[src/rtl/keyword_lexer_assert.svh]
// assertion helpers shared by the lexer modules
// every user module has i_clk and i_rst_n in scope
`ifndef KEYWORD_LEXER_ASSERT_SVH
`define KEYWORD_LEXER_ASSERT_SVH

`ifndef SYNTHESIS
// property must hold at every edge outside reset
`define KL_ASSERT(lbl, prop, msg) \
    lbl: assert property (@(posedge i_clk) disable iff (!i_rst_n) (prop)) else $error(msg);
// condition at one edge implies result at the next edge
`define KL_ASSERT_NEXT(lbl, cond, res, msg) \
    lbl: assert property (@(posedge i_clk) disable iff (!i_rst_n) (cond) |=> (res)) \
        else $error(msg);
`else
`define KL_ASSERT(lbl, prop, msg)
`define KL_ASSERT_NEXT(lbl, cond, res, msg)
`endif

`endif

[src/rtl/kl_pkg.sv]
package kl_pkg;

    localparam int unsigned OFFSET_BITS_DEF = 16;
    localparam int unsigned START_W         = 16;
    localparam int unsigned LEN_W           = 16;
    localparam int unsigned KW_IDX_W        = 4;
    localparam int unsigned NUM_KW          = 12;
    localparam int unsigned KW_MAX_LEN      = 6;
    localparam int unsigned KW_POS_W        = $clog2(KW_MAX_LEN);
    localparam int unsigned Q_DEPTH         = 4;
    localparam int unsigned Q_PTR_W         = $clog2(Q_DEPTH);
    localparam int unsigned Q_CNT_W         = $clog2(Q_DEPTH + 1);

    localparam logic [LEN_W-1:0]  LEN_MAX  = '1;
    localparam logic [NUM_KW-1:0] CAND_ALL = '1;

    // token kind codes as seen on the output
    typedef enum logic [1:0] {
        KIND_KEYWORD  = 2'd0,
        KIND_IDENT    = 2'd1,
        KIND_NUMBER   = 2'd2,
        KIND_OPERATOR = 2'd3
    } t_kind;

    // keyword spelling, zero padded, in index order
    localparam logic [7:0] KW_TEXT [NUM_KW][KW_MAX_LEN] = '{
        '{"i", "n", "t", 8'h00, 8'h00, 8'h00},
        '{"f", "l", "o", "a", "t", 8'h00},
        '{"i", "f", 8'h00, 8'h00, 8'h00, 8'h00},
        '{"e", "l", "s", "e", 8'h00, 8'h00},
        '{"w", "h", "i", "l", "e", 8'h00},
        '{"f", "o", "r", 8'h00, 8'h00, 8'h00},
        '{"r", "e", "t", "u", "r", "n"},
        '{"s", "t", "r", "i", "n", "g"},
        '{"c", "h", "a", "r", 8'h00, 8'h00},
        '{"b", "o", "o", "l", 8'h00, 8'h00},
        '{"t", "r", "u", "e", 8'h00, 8'h00},
        '{"f", "a", "l", "s", "e", 8'h00}
    };

    localparam logic [LEN_W-1:0] KW_LEN [NUM_KW] = '{
        16'd3, 16'd5, 16'd2, 16'd4, 16'd5, 16'd3,
        16'd6, 16'd6, 16'd4, 16'd4, 16'd4, 16'd5
    };

    // one token as the front closes it, keyword not yet resolved
    typedef struct packed {
        logic                valid;
        t_kind               kind;
        logic [NUM_KW-1:0]   cand;
        logic [START_W-1:0]  start;
        logic [LEN_W-1:0]    len;
        logic [7:0]          op;
    } t_tok;

    // everything caused by one source byte
    typedef struct packed {
        t_tok first;
        t_tok second;
    } t_bundle;

    // finished result record
    typedef struct packed {
        t_kind                kind;
        logic [KW_IDX_W-1:0]  kw_idx;
        logic [START_W-1:0]   start;
        logic [LEN_W-1:0]     len;
        logic [7:0]           op;
    } t_rec;

    // drop every keyword that disagrees with byte b at position pos
    function automatic logic [NUM_KW-1:0] cand_step(
        input logic [NUM_KW-1:0] cand,
        input logic [LEN_W-1:0]  pos,
        input logic [7:0]        b
    );
        logic [NUM_KW-1:0] res;
        res = cand;
        for (int k = 0; k < NUM_KW; k++) begin
            if (pos >= KW_LEN[k]) begin
                res[k] = 1'b0;
            end else if (KW_TEXT[k][pos[KW_POS_W-1:0]] != b) begin
                res[k] = 1'b0;
            end
        end
        return res;
    endfunction

endpackage

[src/rtl/keyword_lexer.sv]
// Keyword lexer: takes source text one byte per request on the s_axis side
// (tlast marks the final byte of a text and flushes any open token) and gives
// token records on the m_axis side: keyword, identifier, number or operator,
// with start offset and length. A byte that closes a token and is an operator,
// or whose tlast flushes another open token, causes two records, sent in turn.
// The front scanner runs at one byte per cycle unless stalled; a four-entry
// queue of per-byte bundles sits between it and the output serializer, so the
// input stalls only when that queue is full. A record passes through a queue
// entry and then the serializer's record register. The offset counter is
// OFFSET_BITS wide and wraps; token_start carries its low 16 bits.
module keyword_lexer #(
    parameter int unsigned OFFSET_BITS = kl_pkg::OFFSET_BITS_DEF
) (
    input  logic         i_clk,
    input  logic         i_rst_n,
    input  logic         s_axis_tvalid,
    output logic         s_axis_tready,
    input  logic [7:0]   s_axis_tdata,   // [7:0] source_byte
    input  logic         s_axis_tlast,   // end_of_source
    output logic         m_axis_tvalid,
    input  logic         m_axis_tready,
    // [3:0] keyword_index, [19:4] token_start, [35:20] token_length,
    // [43:36] operator_byte, [47:44] zero
    output logic [47:0]  m_axis_tdata,
    output logic [1:0]   m_axis_tuser,   // [1:0] token_kind
    output logic         m_axis_tlast    // run_last
);
    import kl_pkg::*;

    logic     push, full, q_valid, q_pop;
    t_bundle  push_data, q_data;
    t_rec     rec;

    kl_front #(
        .OFFSET_BITS (OFFSET_BITS)
    ) u_front (
        .i_clk    (i_clk),
        .i_rst_n  (i_rst_n),
        .i_valid  (s_axis_tvalid),
        .o_ready  (s_axis_tready),
        .i_byte   (s_axis_tdata),
        .i_eos    (s_axis_tlast),
        .i_full   (full),
        .o_push   (push),
        .o_bundle (push_data)
    );

    kl_queue u_queue (
        .i_clk   (i_clk),
        .i_rst_n (i_rst_n),
        .i_push  (push),
        .i_data  (push_data),
        .o_full  (full),
        .i_pop   (q_pop),
        .o_valid (q_valid),
        .o_data  (q_data)
    );

    kl_back u_back (
        .i_clk     (i_clk),
        .i_rst_n   (i_rst_n),
        .i_q_valid (q_valid),
        .i_q_data  (q_data),
        .o_q_pop   (q_pop),
        .o_valid   (m_axis_tvalid),
        .i_ready   (m_axis_tready),
        .o_rec     (rec),
        .o_last    (m_axis_tlast)
    );

    // output packing
    assign m_axis_tdata = {4'b0000, rec.op, rec.len, rec.start, rec.kw_idx};
    assign m_axis_tuser = rec.kind;

endmodule

[src/rtl/kl_front.sv]
`include "keyword_lexer_assert.svh"

module kl_front #(
    parameter int unsigned OFFSET_BITS = kl_pkg::OFFSET_BITS_DEF
) (
    input  logic             i_clk,
    input  logic             i_rst_n,
    input  logic             i_valid,
    output logic             o_ready,
    input  logic [7:0]       i_byte,
    input  logic             i_eos,
    input  logic             i_full,
    output logic             o_push,
    output kl_pkg::t_bundle  o_bundle
);
    import kl_pkg::*;

    typedef enum logic [2:0] {
        MODE_IDLE   = 3'b001,
        MODE_WORD   = 3'b010,
        MODE_NUMBER = 3'b100
    } t_mode;

    t_mode                   r_mode, n_mode;
    logic [OFFSET_BITS-1:0]  r_offset, n_offset;
    logic [START_W-1:0]      r_start, n_start;
    logic [LEN_W-1:0]        r_len, n_len;
    logic [NUM_KW-1:0]       r_cand, n_cand;

    logic                    accept;
    logic                    is_letter, is_digit, is_op, close;
    logic [START_W-1:0]      off16;
    t_tok                    tok_close, tok_op, tok_flush;

    assign o_ready = !i_full;
    assign accept  = i_valid && o_ready;
    assign off16   = START_W'(r_offset);

    // byte classes
    always_comb begin
        is_letter = i_byte inside {[8'h61:8'h7a], [8'h41:8'h5a], 8'h5f};
        is_digit  = i_byte inside {[8'h30:8'h39]};
        is_op     = i_byte inside {8'h2b, 8'h2d, 8'h2a, 8'h2f, 8'h3d, 8'h3e, 8'h3c};
    end

    // scanner next state and tokens closed by this byte
    always_comb begin
        n_mode   = r_mode;
        n_start  = r_start;
        n_len    = r_len;
        n_cand   = r_cand;
        n_offset = i_eos ? '0 : r_offset + 1'b1;

        close = ((r_mode == MODE_WORD) && !(is_letter || is_digit)) ||
                ((r_mode == MODE_NUMBER) && !is_digit);

        tok_close       = '0;
        tok_close.valid = close;
        tok_close.kind  = (r_mode == MODE_WORD) ? KIND_IDENT : KIND_NUMBER;
        tok_close.cand  = r_cand;
        tok_close.start = r_start;
        tok_close.len   = r_len;

        tok_op       = '0;
        tok_op.kind  = KIND_OPERATOR;
        tok_op.start = off16;
        tok_op.len   = LEN_W'(1);
        tok_op.op    = i_byte;

        if (close) begin
            n_mode = MODE_IDLE;
            n_len  = '0;
            n_cand = CAND_ALL;
        end

        if (close || (r_mode == MODE_IDLE)) begin
            // start a fresh token or report an operator
            if (is_letter || is_digit) begin
                n_mode  = is_letter ? MODE_WORD : MODE_NUMBER;
                n_start = off16;
                n_len   = LEN_W'(1);
                n_cand  = is_letter ? cand_step(CAND_ALL, '0, i_byte) : CAND_ALL;
            end else if (is_op) begin
                tok_op.valid = 1'b1;
            end
        end else begin
            // extend the open token
            n_len  = (r_len == LEN_MAX) ? r_len : r_len + 1'b1;
            n_cand = (r_mode == MODE_WORD) ? cand_step(r_cand, r_len, i_byte) : r_cand;
        end

        // end of source flushes whatever is still open
        tok_flush       = '0;
        tok_flush.valid = i_eos && (n_mode != MODE_IDLE);
        tok_flush.kind  = (n_mode == MODE_WORD) ? KIND_IDENT : KIND_NUMBER;
        tok_flush.cand  = n_cand;
        tok_flush.start = n_start;
        tok_flush.len   = n_len;
        if (i_eos) begin
            n_mode = MODE_IDLE;
            n_len  = '0;
            n_cand = CAND_ALL;
        end
    end

    // pack up to two tokens in arrival order
    always_comb begin
        if (close) begin
            o_bundle.first  = tok_close;
            o_bundle.second = tok_op.valid ? tok_op : tok_flush;
        end else begin
            o_bundle.first  = tok_op.valid ? tok_op : tok_flush;
            o_bundle.second = '0;
        end
        o_push = accept && o_bundle.first.valid;
    end

    // scanner registers
    always_ff @(posedge i_clk) begin
        if (!i_rst_n) begin
            r_mode   <= MODE_IDLE;
            r_offset <= '0;
            r_start  <= '0;
            r_len    <= '0;
            r_cand   <= CAND_ALL;
        end else if (accept) begin
            r_mode   <= n_mode;
            r_offset <= n_offset;
            r_start  <= n_start;
            r_len    <= n_len;
            r_cand   <= n_cand;
        end
    end

    `KL_ASSERT(a_idle_clean, (r_mode != MODE_IDLE) || ((r_len == '0) && (r_cand == CAND_ALL)), "idle scanner holds stale token state")
    `KL_ASSERT(a_open_nonempty, (r_mode == MODE_IDLE) || (r_len != '0), "open token with zero length")
    `KL_ASSERT_NEXT(a_eos_restart, accept && i_eos, (r_offset == '0) && (r_mode == MODE_IDLE), "end of source did not restart the scanner")

endmodule

[src/rtl/kl_queue.sv]
`include "keyword_lexer_assert.svh"

module kl_queue (
    input  logic             i_clk,
    input  logic             i_rst_n,
    input  logic             i_push,
    input  kl_pkg::t_bundle  i_data,
    output logic             o_full,
    input  logic             i_pop,
    output logic             o_valid,
    output kl_pkg::t_bundle  o_data
);
    import kl_pkg::*;

    t_bundle              r_mem [Q_DEPTH];
    logic [Q_PTR_W-1:0]   r_wr_ptr, r_rd_ptr;
    logic [Q_CNT_W-1:0]   r_count;
    logic                 do_pop;

    assign o_full  = (r_count == Q_CNT_W'(Q_DEPTH));
    assign o_valid = (r_count != '0);
    assign o_data  = r_mem[r_rd_ptr];
    assign do_pop  = i_pop && o_valid;

    // entry storage
    always_ff @(posedge i_clk) begin
        if (i_push) begin
            r_mem[r_wr_ptr] <= i_data;
        end
    end

    // pointers and fill count
    always_ff @(posedge i_clk) begin
        if (!i_rst_n) begin
            r_wr_ptr <= '0;
            r_rd_ptr <= '0;
            r_count  <= '0;
        end else begin
            if (i_push) begin
                r_wr_ptr <= r_wr_ptr + 1'b1;
            end
            if (do_pop) begin
                r_rd_ptr <= r_rd_ptr + 1'b1;
            end
            if (i_push && !do_pop) begin
                r_count <= r_count + 1'b1;
            end else if (!i_push && do_pop) begin
                r_count <= r_count - 1'b1;
            end
        end
    end

    `KL_ASSERT(a_count_range, r_count <= Q_CNT_W'(Q_DEPTH), "queue count above depth")
    `KL_ASSERT(a_no_overflow, !(i_push && o_full), "push into a full queue")
    `KL_ASSERT_NEXT(a_push_grows, i_push && !do_pop, r_count == $past(r_count) + 1'b1, "push lost")

endmodule

[src/rtl/kl_back.sv]
`include "keyword_lexer_assert.svh"

module kl_back (
    input  logic             i_clk,
    input  logic             i_rst_n,
    input  logic             i_q_valid,
    input  kl_pkg::t_bundle  i_q_data,
    output logic             o_q_pop,
    output logic             o_valid,
    input  logic             i_ready,
    output kl_pkg::t_rec     o_rec,
    output logic             o_last
);
    import kl_pkg::*;

    logic    r_valid;
    logic    r_sel;
    logic    r_has_second;
    t_rec    r_rec [2];
    logic    take, done, load;

    // resolve a word against the surviving keyword candidates
    function automatic t_rec resolve(input t_tok t);
        t_rec r;
        r.kind   = t.kind;
        r.kw_idx = '0;
        r.start  = t.start;
        r.len    = t.len;
        r.op     = t.op;
        if (t.kind == KIND_IDENT) begin
            for (int k = 0; k < NUM_KW; k++) begin
                if (t.cand[k] && (t.len == KW_LEN[k])) begin
                    r.kind   = KIND_KEYWORD;
                    r.kw_idx = KW_IDX_W'(k);
                end
            end
        end
        return r;
    endfunction

    assign o_valid = r_valid;
    assign o_rec   = r_rec[r_sel];
    assign o_last  = r_sel || !r_has_second;
    assign take    = r_valid && i_ready;
    assign done    = take && o_last;
    assign load    = !r_valid || done;
    assign o_q_pop = load && i_q_valid;

    // result records, loaded one bundle at a time
    always_ff @(posedge i_clk) begin
        if (o_q_pop) begin
            r_rec[0] <= resolve(i_q_data.first);
            r_rec[1] <= resolve(i_q_data.second);
        end
    end

    // serializer control
    always_ff @(posedge i_clk) begin
        if (!i_rst_n) begin
            r_valid      <= 1'b0;
            r_sel        <= 1'b0;
            r_has_second <= 1'b0;
        end else if (load) begin
            r_valid      <= i_q_valid;
            r_sel        <= 1'b0;
            r_has_second <= i_q_valid && i_q_data.second.valid;
        end else if (take) begin
            r_sel <= 1'b1;
        end
    end

    `KL_ASSERT(a_sel_valid, !r_sel || (r_valid && r_has_second), "second slot selected without a second result")
    `KL_ASSERT(a_kw_range, !(r_valid && (o_rec.kind == KIND_KEYWORD)) || (o_rec.kw_idx < KW_IDX_W'(NUM_KW)), "keyword index out of range")
    `KL_ASSERT(a_op_zero, !(r_valid && (o_rec.kind != KIND_OPERATOR)) || (o_rec.op == 8'h00), "operator byte set on a non-operator token")

endmodule
[config.mk]
export PLATFORM = sky130hd
export DESIGN_NAME = keyword_lexer
export DESIGN_NICKNAME = d
export VERILOG_FILES = /design/src/rtl/kl_pkg.sv /design/src/rtl/keyword_lexer.sv /design/src/rtl/kl_front.sv /design/src/rtl/kl_queue.sv /design/src/rtl/kl_back.sv
export VERILOG_INCLUDE_DIRS = /design/src /design/src/rtl
export SDC_FILE = /design/constraint.sdc
export NUM_CORES = 1
export LEC_CHECK = 0
export BUFFER_PORTS_ARGS = -buffer_cell sky130_fd_sc_hd__clkbuf_2
export CORE_MARGIN = 10
export CORE_UTILIZATION = 36
export DETAILED_ROUTE_END_ITERATION = 8
export PLACE_DENSITY = 0.59
export RECOVER_POWER = 100
export SKIP_LAST_GASP = 1
export SYNTH_ARGS = -nofsm -noshare
export SYNTH_HDL_FRONTEND = slang
export SYNTH_SLANG_ARGS = --single-unit
[constraint.sdc]
create_clock -name i_clk -period 17.25 [get_ports i_clk]
set_input_delay 5.175 -clock i_clk [delete_from_list [all_inputs] [get_ports i_clk]]
set_output_delay 5.175 -clock i_clk [all_outputs]
set_load 0.05 [all_outputs]
== After elaboration in Yosys (flattened, before gate mapping) ==
Memory sizes are Yosys's and may differ from the RTL's. A register that Yosys moved wholly into a read port is not among the register bits.
Cells that the tools add are included.
Storage, ports and cells
  register bits: 73
  bits in writable memories: 532
  ROM bits: 768
  bits of input ports: 13
  output and inout bits: 53
  logic and storage cells: 270
  memories kept: 14
Memory list
  u_queue.r_mem: depth 4, bits a word 110, rd ports 1, clocked after memory_dff 1, write ports 1, RTL line kl_queue.sv:15  | t_bundle r_mem [Q_DEPTH];
  u_back.r_rec: depth 2, bits a word 46, rd ports 1, clocked after memory_dff 1, write ports 2, RTL line kl_back.sv:19  | t_rec r_rec [2];
  (no name shown): depth 8, bits a word 8, rd ports 1, clocked after memory_dff 0, write ports 0, RTL line kl_pkg.sv:82  | end else if (KW_TEXT[k][pos[KW_POS_W-1:0]] != b) begin
  (no name shown): depth 8, bits a word 8, rd ports 1, clocked after memory_dff 0, write ports 0, RTL line kl_pkg.sv:82
  (no name shown): depth 8, bits a word 8, rd ports 1, clocked after memory_dff 0, write ports 0, RTL line kl_pkg.sv:82
  (no name shown): depth 8, bits a word 8, rd ports 1, clocked after memory_dff 0, write ports 0, RTL line kl_pkg.sv:82
  8 more memories
Operators by class
  add/subtract/negate cells: 6
  $lt $le $gt $ge: 12
  equality and inequality tests: 48
  muxes and demuxes: 121
  bitwise logic cells: 2
  reduce and logical (&&, ||, !) cells: 56
Operators by type and width (number)
  $mux W8: 24
  $mux W6: 28
  $mux W16: 8
  $mux W110: 1
  $eq A16 B3 Y1 const B: 6
  $ne A8 B8 Y1: 12
  $mux W12: 6
  $ne A7 B8 Y1 const A: 9
  $eq A16 B2 Y1 const B: 4
  $eq A8 B6 Y1 const B: 7
  $mux W55: 1
  $ge A16 B3 Y1 const B: 3
  $mux W1: 42
  $logic_and A1 B1 Y1: 39
  $add A16 B1 Y16 const B: 2
  $ge A16 B2 Y1 const B: 2
  $mux W3: 7
  $eq A16 B16 Y1 const B: 1
  $ge A8 B7 Y1 const B: 2
  $le A8 B7 Y1 const B: 2
  $eq A8 B7 Y1 const B: 1
  $ge A8 B6 Y1 const B: 1
  $le A8 B6 Y1 const B: 1
  $mux W2: 4
  17 further kinds: 32

== Longest topological paths before layout ==
Gate-level depths: netlist (run 1).
  depth in word-level cells: 19
  depth in mapped cells: 15
  depth with buffers taken out: 12

== By module ==
Synthesis (run 1) repeated with hierarchy kept, for this count alone.
Second synthesis, totals
  cell total of the unflattened synthesis: 1687
  area, all modules: 26550.5 um^2
Modules (own cells, without submodules)
  kl_queue: instances 1, cells each 617, area each 16336.9 um^2, seq. area each 13392.8 um^2
  kl_front: instances 1, cells each 814, area each 6065.8 um^2, seq. area each 1261.2 um^2
  kl_back: instances 1, cells each 251, area each 4113.9 um^2, seq. area each 2842.7 um^2
  keyword_lexer: instances 1, cells each 5, area each 33.8 um^2, seq. area each 0.0 um^2

== Worst setup path after synthesis (run 1) ==
Ideal clock, no wire load.
  path kind: input to register
  from: input port m_axis_tready
  to: register u_queue.r_count[2]
  setup time: 0.070 ns
  data arrival time: 10.586 ns
  data required time: 17.180 ns
  slack: 6.593 ns
  stages on the path: 9
  path buffers: 0
  cells stage by stage: a21boi_0 -> nor2_1 -> inv_1 -> ha_1 -> inv_1 -> fa_1 -> xor2_1 -> or3_1 -> a21oi_1
Between the ends
  word-level cells in the longest chain between the ends: 8
Ends and longest elaborated chain
  from (decl): RTL line keyword_lexer.sv:21  | input logic m_axis_tready,
  $logic_and A1 B1 Y1 *: RTL line kl_back.sv:44  | assign take = r_valid && i_ready;
  $logic_and A1 B1 Y1 *: RTL line kl_back.sv:45  | assign done = take && o_last;
  $logic_or A1 B1 Y1 *: RTL line kl_back.sv:46  | assign load = !r_valid || done;
  $logic_and A1 B1 Y1 *: RTL line kl_back.sv:47  | assign o_q_pop = load && i_q_valid;
  net q_pop: RTL line keyword_lexer.sv:30  | logic push, full, q_valid, q_pop;
  $logic_and A1 B1 Y1 *: RTL line kl_queue.sv:23  | assign do_pop = i_pop && o_valid;
  $logic_not A1 Y1: RTL line kl_queue.sv:45  | if (i_push && !do_pop) begin
  $logic_and A1 B1 Y1: RTL line kl_queue.sv:45
  $mux W3 / $reduce_bool A2 Y1 (equally long branches)
  to (signal assigned): RTL line kl_queue.sv:46  | r_count <= r_count + 1'b1;
  to (signal assigned): RTL line kl_queue.sv:48  | r_count <= r_count - 1'b1;
  to (decl): RTL line kl_queue.sv:17  | logic [Q_CNT_W-1:0] r_count;
The timed path passes the listed nets; every way through them passes the cells marked *.
A chain may end at the register's enable or synchronous reset.

== Worst setup path after layout (run 1) ==
  from: input port s_axis_tdata[3]
  to: memory u_queue.r_mem[1][79] in the netlist's numbering, enable pin
Between the ends
  word-level cells in the longest chain between the ends: 17
Ends and longest elaborated chain
  from (decl): RTL line keyword_lexer.sv:18  | input logic [7:0] s_axis_tdata,
  $ge A8 B7 Y1 / $le A8 B7 Y1 (equally long branches): RTL line kl_front.sv:41  | is_letter = i_byte inside {[8'h61:8'h7a], [8'h41:8'h5a], 8'h5f};
  $logic_and A1 B1 Y1: RTL line kl_front.sv:41
  $reduce_bool A3 Y1: RTL line kl_front.sv:41
  $logic_or A1 B1 Y1: RTL line kl_front.sv:54, kl_front.sv:78
  $logic_not A1 Y1: RTL line kl_front.sv:54  | close = ((r_mode == MODE_WORD) && !(is_letter || is_digit)) ||
  $logic_and A1 B1 Y1: RTL line kl_front.sv:54
  $logic_or A1 B1 Y1: RTL line kl_front.sv:54
  $mux W3: RTL line kl_front.sv:70  | if (close) begin
  [2 not listed]
  $ne A3 B1 Y1: RTL line kl_front.sv:94  | tok_flush.valid = i_eos && (n_mode != MODE_IDLE);
  $logic_and A1 B1 Y1: RTL line kl_front.sv:94
  $mux W55: RTL line kl_front.sv:112  | o_bundle.first = tok_op.valid ? tok_op : tok_flush;
  $mux W110 *: RTL line kl_front.sv:108  | if (close) begin
  $logic_and A1 B1 Y1 *: RTL line kl_front.sv:115  | o_push = accept && o_bundle.first.valid;
  net push: RTL line keyword_lexer.sv:30
  $mux W1 *: RTL line kl_queue.sv:27  | if (i_push) begin
  $mux W1 (not written as such) *: RTL line kl_queue.sv:28  | r_mem[r_wr_ptr] <= i_data;
  to (decl): RTL line kl_queue.sv:15
Marked as above.

==> results of run 1 <==
placed cells by master, fill, tap and decap left out, drive strengths merged, types with 29 or more instances in the layout:
| cell | n |
|---|---|
| clkbuf | 142 |
| nand3 | 29 |
| nand2 | 72 |
| a21oi | 77 |
| edfxtp | 528 |
| mux2i | 43 |
| dfxtp | 76 |
| mux2 | 65 |
| conb | 80 |
| o21ai | 67 |
| mux4 | 109 |
| nor2 | 121 |
worst max path at each step:
stage	startpoint	to	slack, ns	cells past startpoint
after detailed placement	s_axis_tdata[3]	u_queue.r_mem[1][32]$_DFFE_PP_	7.24	9
after floorplan	m_axis_tready	u_queue.r_count[2]$_SDFFE_PN0P_	6.59	9
final	s_axis_tdata[3]	u_queue.r_mem[1][79]$_DFFE_PP_	4.48	9
after global placement	s_axis_tdata[3]	u_queue.r_mem[0][32]$_DFFE_PP_	7.38	9
after global routing	s_axis_tdata[3]	u_queue.r_mem[1][39]$_DFFE_PP_	3.81	9
after CTS	s_axis_tdata[3]	u_queue.r_mem[1][79]$_DFFE_PP_	7.89	9
kinds of logic after synthesis:
| group | share of synthesized area (%) |
|---|---|
| AOI/OAI and AO/OA | 5.91 |
| and+or+nand+nor | 8.35 |
| muxes | 14.1 |
| DFF | 66.8 |
| adders and majority gates | 0.991 |
| other | 0.0144 |
| xor gates and xnor gates | 1.48 |
| buffers and inverters | 2.32 |
sequential cells by signal, indices dropped and copies added (netlist names), 2 cells and up, named ones only:
signal            flops
u_back.r_rec         92
u_front.off16        16
u_queue.r_rd_ptr      2
u_queue.r_wr_ptr      2
u_queue.r_mem       436
u_queue.r_count       3
u_front.r_start      16
u_front.r_len        16
u_front.r_cand       12
u_front.r_mode        3
through the flow:
stage	worst slack, ns	instances	power, mW	area, um2	hold WS [ns]
final	4.48	2774	4.04	29100	0.504
after global routing	3.81	2774	4.23	29100	0.521
after CTS	7.89	2774	4.11	29300	0.503
after detailed placement	7.24	2666	2.85	27500	0.486
after global placement	7.38	2666	2.84	27500	0.474
after floorplan	6.59	1744	2.61	26300	0.455
worst reg2reg max path, delay by kind of cell (launching register included):
kind	cells	cell delay, ns
buf+inv	1	2.53
flops	1	2.48
simple gates	5	1.52
mux	1	0.90
compound gates	1	0.15
synth_stat cells, types with 4 or more instances:
cell / number / area, um2
nor3b_1: 7 / 52.6
and2_1: 9 / 56.3
or4_1: 4 / 30.0
and4_1: 5 / 43.8
o41ai_1: 4 / 35.0
nand3_1: 29 / 145
inv_1: 23 / 86.3
nor3_1: 26 / 130
ha_1: 19 / 238
xnor2_1: 22 / 193
nand4_1: 16 / 100
mux2_2: 55 / 619
mux2i_1: 43 / 430
a22o_1: 5 / 43.8
o211ai_1: 4 / 30.0
o221ai_1: 5 / 43.8
a22oi_1: 9 / 67.6
or2_2: 6 / 37.5
buf_1: 11 / 41.3
nor4bb_1: 5 / 50.1
a21oi_1: 75 / 375
o22ai_1: 5 / 31.3
mux4_1: 4 / 105
mux4_2: 105 / 2360
nand2b_1: 12 / 75.1
a31oi_1: 18 / 113
buf_2: 24 / 120
nand4b_1: 4 / 35.0
o21ai_0: 63 / 315
or3_1: 12 / 75.1
nand2_1: 70 / 263
clkbuf_1: 58 / 218
nor2b_1: 21 / 131
edfxtp_1: 528 / 15900
and3_1: 20 / 125
dfxtp_1: 76 / 1520
mux2_4: 10 / 150
o22a_1: 4 / 35.0
buf_4: 10 / 75.1
xor2_1: 22 / 193
nand3b_1: 4 / 30.0
o31ai_1: 5 / 37.5
nor2_1: 119 / 447
nor4_1: 20 / 125
routing by layer:
layer / vias to the layer above / global-route usage (%) / routed length [um]
li1: 6665 / - / -
met1: 7362 / 18.3 / 25300
met2: 346 / 22.8 / 28300
met3: 88 / 2.89 / 3330
met4: 6 / 3.89 / 1320
met5: - / 0 / 40
power groups by stage:
stage	combinational (mW)	clock, mW	sequential (mW)
2_1_floorplan	0.744	0	1.87
3_3_place_gp	0.932	0	1.90
3_5_place_dp	0.935	0	1.91
4_1_cts	0.939	1.29	1.88
5_1_grt	0.972	1.35	1.91
6_report	0.904	1.25	1.89
area by class of cell:
| type | count | area, um2 |
|---|---|---|
| clock buffers | 70 | 1500 |
| clock inverters | 38 | 388 |
| fillers | 6572 | 42500 |
| inverters | 23 | 86.3 |
| multi-input cells | 1009 | 8210 |
| flip-flops and latches | 604 | 17400 |
| well taps | 950 | 1190 |
| repair buffers | 80 | 362 |
==> impl_metrics.ini, run 1 <==
[hold_path]
hold_path_startpoint = u_front.r_cand[1]$_SDFFE_PN1P_
min_to = u_front.r_cand[1]$_SDFFE_PN1P_
hold_path.class = reg2reg
hold_depth = 1

[routing]
routed_wl_um = 58300
drt_iter0_drc = 1324
firstDrtPassIters = 5
vias_per_cell = 5.22
antenna_left = 0
post_drt_wl_per_cell_um = 21.0
via_count = 14467
drt_drc_violations_left = 0

[clock_tree]
cts_tree = yes
post_cts_buffers = 0
cts_root_buf = clkbuf_16
cts-buffers-inserted = 58
cts.sinks = 604
holdBufCountCts = 0
cts.clk_slew.worst_paths_ns = 0.06
htree_num_levels = 2
clk_path_buf_depth = 3
clk_latency_ns = 0.61
cts_resized = 0

[logic_synthesis]
syn_inst = 1665
seq_area_frac_synth_pct = 66.8
ys_ff_latch = 604
netlist_area_um2 = 26000
synth-main-ff-cell = edfxtp_1
synth_edf_count = 528
synthArstFlopShare_pct = 0
syn_avg_cell_area_um2 = 15.6
yosysUniqueCellTypes = 91
yosys_warnings = 0

[placed_design]
port_buffers = 61
post-dp-hpwl_um = 36100
place_congestion = 0.905

[power]
p_sw_share_pct = 30.0
p_leak_nw = 9.21
pwr-share-clk_pct = 31.0
p_comb_share_pct = 22.3
power_density_nw_per_um2 = 139
seqPwrFrac_pct = 46.6
p_sw_mw = 1.21
intPower_mw = 2.83
irDropWorstVdd_uv = 80.9

[worst_setup_path]
critPathBufInv = 2
rr_endpoint = u_back.r_rec[0][41]$_SDFFCE_PP0P_
cp_slowest_stage_delay_ns = 2.55
crit_top_cell = o21ai_0
reg2reg_depth = 8
cp-start-kind = primary input
crit_slowest_cell = and2_0
path_class = in2reg
worstPathArrival_ns = 12.98
critPathTopFamily = simple AND/OR/NAND/NOR gates
crit_fanout = 66
rrSetupSlack_ns = 9.42
critPathCaptureType = flop
cp_cell_sequence = clkbuf_1 -> o21ai_0 -> and3_1 -> a21o_1 -> o21ai_0 -> nand2_4 -> a31oi_1 -> and2_0 -> buf_4
required_ns = 17.46

[status]
violations = capacitance limit, slew limit
status = finished with violations

[floorplan]
rows = 98
fp.dieW_um = 289
die_h_um = 289
core_area_um2 = 71600
io_pins = 66
die_area_um2 = 83400
start_util_pct = 36.3

[timing]
fmax_ghz = 0.0783
drv_slew = 586
worst_pin_slew_ns = 4.12
tns_ns = 0
setup_viol_count_final = 0
clock_skew_ns = 0.0168
period_share_pct = 74.0
finalCriticalPeriod_ns = 12.77
hold_viol = 0
rsz0062_at_grt = false
relSlewSlack_pct = -175

[flow_run]
drv_cap = 15

[finish]
drive_gt1_share_pct = 15.1
final_util_pct = 40.7
syn2layout_area_growth_pct = 11.9
antenna_cells = 0
fin_nets = 1809

[grt]
grt_max_degree = 72
grt_pass1_wl_um = 89200
overflow = 0
antenna_found_initial = 3
grt_use_total_pct = 13.9
grt_pass1_vias = 14622
Note: power is estimated with default switching activity, not from simulation.
==> run 2, diff against run 1 <==
--- a/config.mk
+++ b/config.mk
@@ -10,7 +10,7 @@
 export CORE_MARGIN = 10
 export CORE_UTILIZATION = 36
 export DETAILED_ROUTE_END_ITERATION = 8
-export PLACE_DENSITY = 0.59
+export PLACE_DENSITY = 0.61
 export RECOVER_POWER = 100
 export SKIP_LAST_GASP = 1
 export SYNTH_ARGS = -nofsm -noshare
==> constraint.sdc (replaced) <==
create_clock -name i_clk -period 11.5 [get_ports i_clk]
set_input_delay 3.45 -clock i_clk [delete_from_list [all_inputs] [get_ports i_clk]]
set_output_delay 3.45 -clock i_clk [all_outputs]
set_load 0.05 [all_outputs]
==> run 2 against run 1 <==
Against the previous run:
- the flow still finishes with violations (capacitance limit, slew limit)
- design area increased by 0.67%
- sequential power increased by 49%
- clock power increased by 60%
- die area unchanged
- critical path type unchanged
- flip-flop and latch count unchanged
- combinational power increased by 53%
==> impl_metrics.ini, run 2 (synthesis results as in run 1) <==
[routing]
antenna_left = 0
routed_wl_um = 58300
drt_drc_violations_left = 0
vias_per_cell = 5.25
firstDrtPassIters = 5
via_count = 14602
drt_iter0_drc = 1439
post_drt_wl_per_cell_um = 21.0

[status]
status = finished with violations
violations = capacitance limit, slew limit

[placed_design]
place_area_um2 = 27500
post-dp-hpwl_um = 36600
place_congestion = 0.891
port_buffers = 61

[floorplan]
fp.dieW_um = 289
core_area_um2 = 71600
start_util_pct = 36.3
die_h_um = 289
die_area_um2 = 83400
io_pins = 66
rows = 98

[clock_tree]
cts_tree = yes
clk_latency_ns = 0.63
post_cts_buffers = 0
cts.clk_slew.worst_paths_ns = 0.06
cts_root_buf = clkbuf_16
clk_path_buf_depth = 3
cts.sinks = 604
cts-buffers-inserted = 58
htree_num_levels = 2
cts_resized = 0
holdBufCountCts = 0

[timing]
drv_slew = 418
period_share_pct = 77.3
worst_pin_slew_ns = 3.86
setup_viol_count_final = 0
finalCriticalPeriod_ns = 8.89
relSlewSlack_pct = -158
clock_skew_ns = 0.0407
hold_viol = 0
fmax_ghz = 0.112
rsz0062_at_grt = false
tns_ns = 0

[grt]
grt_use_total_pct = 13.8
grt_pass1_wl_um = 89600
grt_pass1_vias = 14733
grt_max_degree = 65
overflow = 0
antenna_found_initial = 1

[finish]
antenna_cells = 0
fin_nets = 1813
layout_common_cells = edfxtp_1 (528), nor2_1 (119), mux4_2 (105)
design_area_um2 = 29300
drive_gt1_share_pct = 15.6
largest_reg_flops = 436
top_register = u_queue.r_mem
syn2layout_area_growth_pct = 12.7
layout_commonest_cell = edfxtp_1
reg.largest.list = u_queue.r_mem: 436 flops, u_back.r_rec: 92 flops

[worst_setup_path]
critPathTopFamily = compound AO/OA/AOI/OAI gates
cp_cell_sequence = clkbuf_1 -> nand4_1 -> a21o_1 -> a21o_1 -> o21ai_0 -> nand2_4 -> a31oi_1 -> and2_4 -> buf_4
worstPathArrival_ns = 9.12
crit_fanout = 62
crit_top_cell = a21o_1
critPathCaptureType = flop
cp-start-kind = primary input
critPathBufInv = 2
path_class = in2reg
cp_slowest_stage_delay_ns = 1.16
crit_slowest_cell = o21ai_0
required_ns = 11.73

[power]
seqPwrFrac_pct = 45.5
p_leak_nw = 9.27
irDropWorstVdd_uv = 130
pwr-share-clk_pct = 32.3
power_density_nw_per_um2 = 211
p_sw_share_pct = 29.8
p_sw_mw = 1.84
intPower_mw = 4.34
p_comb_share_pct = 22.2

[hold_path]
hold_path.class = reg2reg

[flow_run]
drv_cap = 11
run 2: cell types whose count changed in the layout (fill, tap and decap cells not counted), sizes merged:
cell      before  now
bufinv         7   10
buf            8   13
clkinvlp       1    7
clkinv        27   19
clkbuf       142  144
inv           26   24
run 2: layout make-up:
class / count / area [um2]
clock buffers: 73 / 1550
well taps: 950 / 1190
inverters: 23 / 86.3
repair buffers: 84 / 393
fillers: 6501 / 42300
flip-flops and latches: 604 / 17400
multi-input cells: 1009 / 8210
clock inverters: 37 / 495
run 2: power by group through the flow:
stage	clock (mW)	combinational, mW	sequential [mW]
floorplan	0	1.12	2.80
finish	2.00	1.38	2.81
detailed placement	0	1.42	2.85
CTS	2.05	1.43	2.81
global placement	0	1.41	2.84
global route	2.13	1.49	2.84
run 2: final timing paths:
check,startpoint,to,slack [ns],cells past startpoint
worst max-delay path,s_axis_tdata[0],u_queue.r_mem[3][23]$_DFFE_PP_,2.61,9
worst min-delay path,u_queue.r_wr_ptr[0]$_SDFFE_PN0P_,u_queue.r_wr_ptr[0]$_SDFFE_PN0P_,0.50,2
worst max register to register,flop,u_back.r_rec[0][41]$_SDFFCE_PP0P_,4.44,8
worst min register to register,u_queue.r_wr_ptr[0]$_SDFFE_PN0P_,u_queue.r_wr_ptr[0]$_SDFFE_PN0P_,0.50,2
run 2: metrics by stage:
step	setup slack (ns)	std cells	utilization (%)	power [mW]	hold slack [ns]
after detailed placement	3.28	2670	38.4	4.28	0.486
after floorplan	2.57	1744	-	3.92	0.455
after global routing	2.12	2780	40.9	6.46	0.516
after global placement	3.39	2670	38.4	4.26	0.473
final	2.61	2780	40.9	6.19	0.496
after CTS	3.92	2780	41.2	6.28	0.499
run 2: worst register-to-register path, stage by stage, from the launching register on:
cell and delay (ns):
dfxtp_1 1.94, clkbuf_1 2.33, mux4_1 0.91, nor4_1 0.44
nand3_1 0.21, or3b_1 0.48, or3_1 0.34, a21oi_1 0.15
nor2_1 0.06
run 2: per-layer routing:
layer | track usage (%) | vias up | part of all wire, %
li1 | - | 6683 | -
met1 | 19.0 | 7507 | 45
met2 | 22.8 | 328 | 48
met3 | 1.82 | 82 | 4.1
met4 | 3.90 | 2 | 2.1
met5 | 0 | - | 0.022
==> run 3, diff against run 2 <==
--- a/config.mk
+++ b/config.mk
@@ -6,11 +6,12 @@
 export SDC_FILE = /design/constraint.sdc
 export NUM_CORES = 1
 export LEC_CHECK = 0
+export ABC_AREA = 1
 export BUFFER_PORTS_ARGS = -buffer_cell sky130_fd_sc_hd__clkbuf_2
 export CORE_MARGIN = 10
 export CORE_UTILIZATION = 36
 export DETAILED_ROUTE_END_ITERATION = 8
-export PLACE_DENSITY = 0.61
+export PLACE_DENSITY = 0.59
 export RECOVER_POWER = 100
 export SKIP_LAST_GASP = 1
 export SYNTH_ARGS = -nofsm -noshare
==> constraint.sdc (replaced) <==
create_clock -name i_clk -period 9.1 [get_ports i_clk]
set_input_delay 2.73 -clock i_clk [delete_from_list [all_inputs] [get_ports i_clk]]
set_output_delay 2.73 -clock i_clk [all_outputs]
set_load 0.05 [all_outputs]
==> run 3 against run 2 <==
Against the previous run:
- the run still ends with capacitance limit, slew limit left
- via count rose by 26%
- global-route usage rose by 1.4 points
- register-to-register slack got worse by 1.8 ns
- clock power rose by 19%
- largest power group unchanged
- highest routed layer unchanged
==> impl_metrics.ini, run 3 <==
[routing]
firstDrtPassIters = 6
antenna_left = 0
routed_wl_um = 66000
via_count = 18346
drt_drc_violations_left = 0
vias_per_cell = 5.10
post_drt_wl_per_cell_um = 18.4
drt_iter0_drc = 1636

[grt]
grt_use_total_pct = 15.2
overflow = 0
grt_pass1_vias = 17869
antenna_found_initial = 1
grt_pass1_wl_um = 103000
grt_max_degree = 121

[floorplan]
die_area_um2 = 84900
io_pins = 66
rows = 99
fp.dieW_um = 291
start_util_pct = 36.3
core_area_um2 = 73000
die_h_um = 291

[logic_synthesis]
yosys_warnings = 0
synth_edf_count = 528
synth.top_cell.area_share_pct = 59.8
syn_avg_cell_area_um2 = 10.6
ys_ff_latch = 604
seq_area_frac_synth_pct = 65.5
yosysUniqueCellTypes = 54
yosysMostFrequentCell = edfxtp_1
yosys-top-cells-count = edfxtp_1 (528), nand2_1 (500), nor2_1 (277)
syn_inst = 2494
netlist_area_um2 = 26500
synthArstFlopShare_pct = 0
synth_top_cell_by_area = edfxtp_1
synth-main-ff-cell = edfxtp_1
synth_area_leaders = edfxtp_1 (60%), nand2_1 (7.1%), dfxtp_1 (5.7%)

[status]
violations = capacitance limit, slew limit
status = finished with violations

[power]
irDropWorstVdd_uv = 158
p_leak_nw = 10.5
seqPwrFrac_pct = 43.3
p_sw_share_pct = 35.0
p_sw_mw = 2.94
pwr-share-clk_pct = 28.3
power_density_nw_per_um2 = 282
intPower_mw = 5.46
p_comb_share_pct = 28.4

[finish]
largest_reg_flops = 436
drive_gt1_share_pct = 6.90
antenna_cells = 0
layout_common_cells = edfxtp_1 (528), nand2_1 (501), nor2_1 (273)
fin_nets = 2623
layout.cells.non_filler = 3595
syn2layout_area_growth_pct = 12.3
reg.largest.list = u_queue.r_mem: 436 flops, u_back.r_rec: 92 flops
top_register = u_queue.r_mem
layout_commonest_cell = edfxtp_1

[flow_run]
drv_cap = 13

[clock_tree]
cts_tree = yes
cts_root_buf = clkbuf_16
clk_path_buf_depth = 3
cts.clk_slew.worst_paths_ns = 0.06
cts_resized = 0
holdBufCountCts = 0
cts-buffers-inserted = 59
post_cts_buffers = 0
cts.sinks = 604
htree_num_levels = 2
clk_latency_ns = 0.62

[timing]
period_share_pct = 81.4
worst_pin_slew_ns = 3.91
clock_skew_ns = 0.0288
drv_slew = 636
whs_ns = 0.474
rsz0062_at_grt = false
relSlewSlack_pct = -161
fin_ws_ns = 1.69
fmax_ghz = 0.135
tns_ns = 0
setup_viol_count_final = 0
finalCriticalPeriod_ns = 7.41
hold_viol = 0

[hold_path]
hold_depth = 2
hold_path.class = reg2reg

[worst_setup_path]
critPathCaptureType = flop
crit_slowest_cell = o21a_1
reg2reg_depth = 6
worstPathArrival_ns = 7.64
crit_fanout = 40
cp-start-kind = primary input
critPathBufInv = 3
cp_slowest_stage_delay_ns = 1.18
critPathTopFamily = simple AND/OR/NAND/NOR gates
cp_cell_sequence = clkbuf_2 -> inv_1 -> o21ai_0 -> nand3_1 -> nand3_1 -> nand2_2 -> nand2_1 -> o21a_1 -> nand2_4 -> nand2_1 -> clkinv_2 -> nand2_1 -> nand3_1 -> nand2_1 -> nor2_1
crit_top_cell = nand2_1
crit_cells = 15
required_ns = 9.33
path_class = in2reg

[placed_design]
place_congestion = 0.862
post-dp-hpwl_um = 40600
post-place-ws_ns = 2.29
port_buffers = 61
place_inst = 3488
-- run 3: worst paths after layout --
path,to,from,slack [ns]
worst max register to register,u_back.r_rec[0][42]$_SDFFCE_PP0P_,flop,2.67
worst min register to register,flop,u_queue.r_rd_ptr[1]$_SDFFE_PN0P_,0.47
worst min-delay path,flop,u_queue.r_rd_ptr[1]$_SDFFE_PN0P_,0.47
worst max-delay path,u_queue.r_mem[0][38]$_DFFE_PP_,s_axis_tdata[2],1.69
-- run 3: cells by family after synthesis --
| kind of cell | Yosys count | synth area share [%] |
|---|---|---|
| flip-flops | 604 | 65.5 |
| adder cells (fa/ha/maj) | 20 | 0.972 |
| buffers and inverters | 298 | 4.69 |
| XOR/XNOR | 33 | 1.09 |
| AO/OA/AOI/OAI | 459 | 9.53 |
| AND/OR/NAND/NOR | 1033 | 16.2 |
| other | 1 | 0.0141 |
| multiplexers | 46 | 1.95 |
-- run 3: routing by layer --
layer | GRT usage, % | wire length, um
met5 | 0 | 8
met3 | 2.65 | 4050
met1 | 21.2 | 30500
met2 | 23.9 | 29900
met4 | 4.23 | 1520
-- run 3: through the flow --
step	instance area [um2]	power, mW	util [%]
detailed placement	28000	6.13	38.4
finish	29800	8.41	40.8
floorplan	26800	5.44	-
global placement	28000	6.07	38.4
global route	29800	8.87	40.8
CTS	29900	8.52	41.0
-- run 3: area by class of cell --
| class | instances | area (um2) |
|---|---|---|
| Sequential cell | 604 | 17400 |
| Multi-Input combinational cell | 1671 | 8210 |
| Fill cell | 6901 | 43200 |
| Tap cell | 959 | 1200 |
| Timing Repair Buffer | 89 | 493 |
| Clock inverter | 19 | 221 |
| Inverter | 165 | 627 |
| Clock buffer | 88 | 1650 |
-- run 3: power by group through the flow --
stage	clock (mW)	sequential (mW)	combinational (mW)
3_3_place_gp	0	3.68	2.40
2_1_floorplan	0	3.67	1.77
3_5_place_dp	0	3.69	2.44
6_report	2.38	3.64	2.38
4_1_cts	2.44	3.63	2.45
5_1_grt	2.54	3.67	2.65
-- run 3: worst reg2reg max path, stage by stage, from the launching register on --
cell and delay (ns):
dfxtp_1 1.56, clkbuf_1 1.38, clkbuf_1 1.78, o21ai_0 0.30, o22ai_1 0.32, nand2_1 0.14
nor4_1 0.63
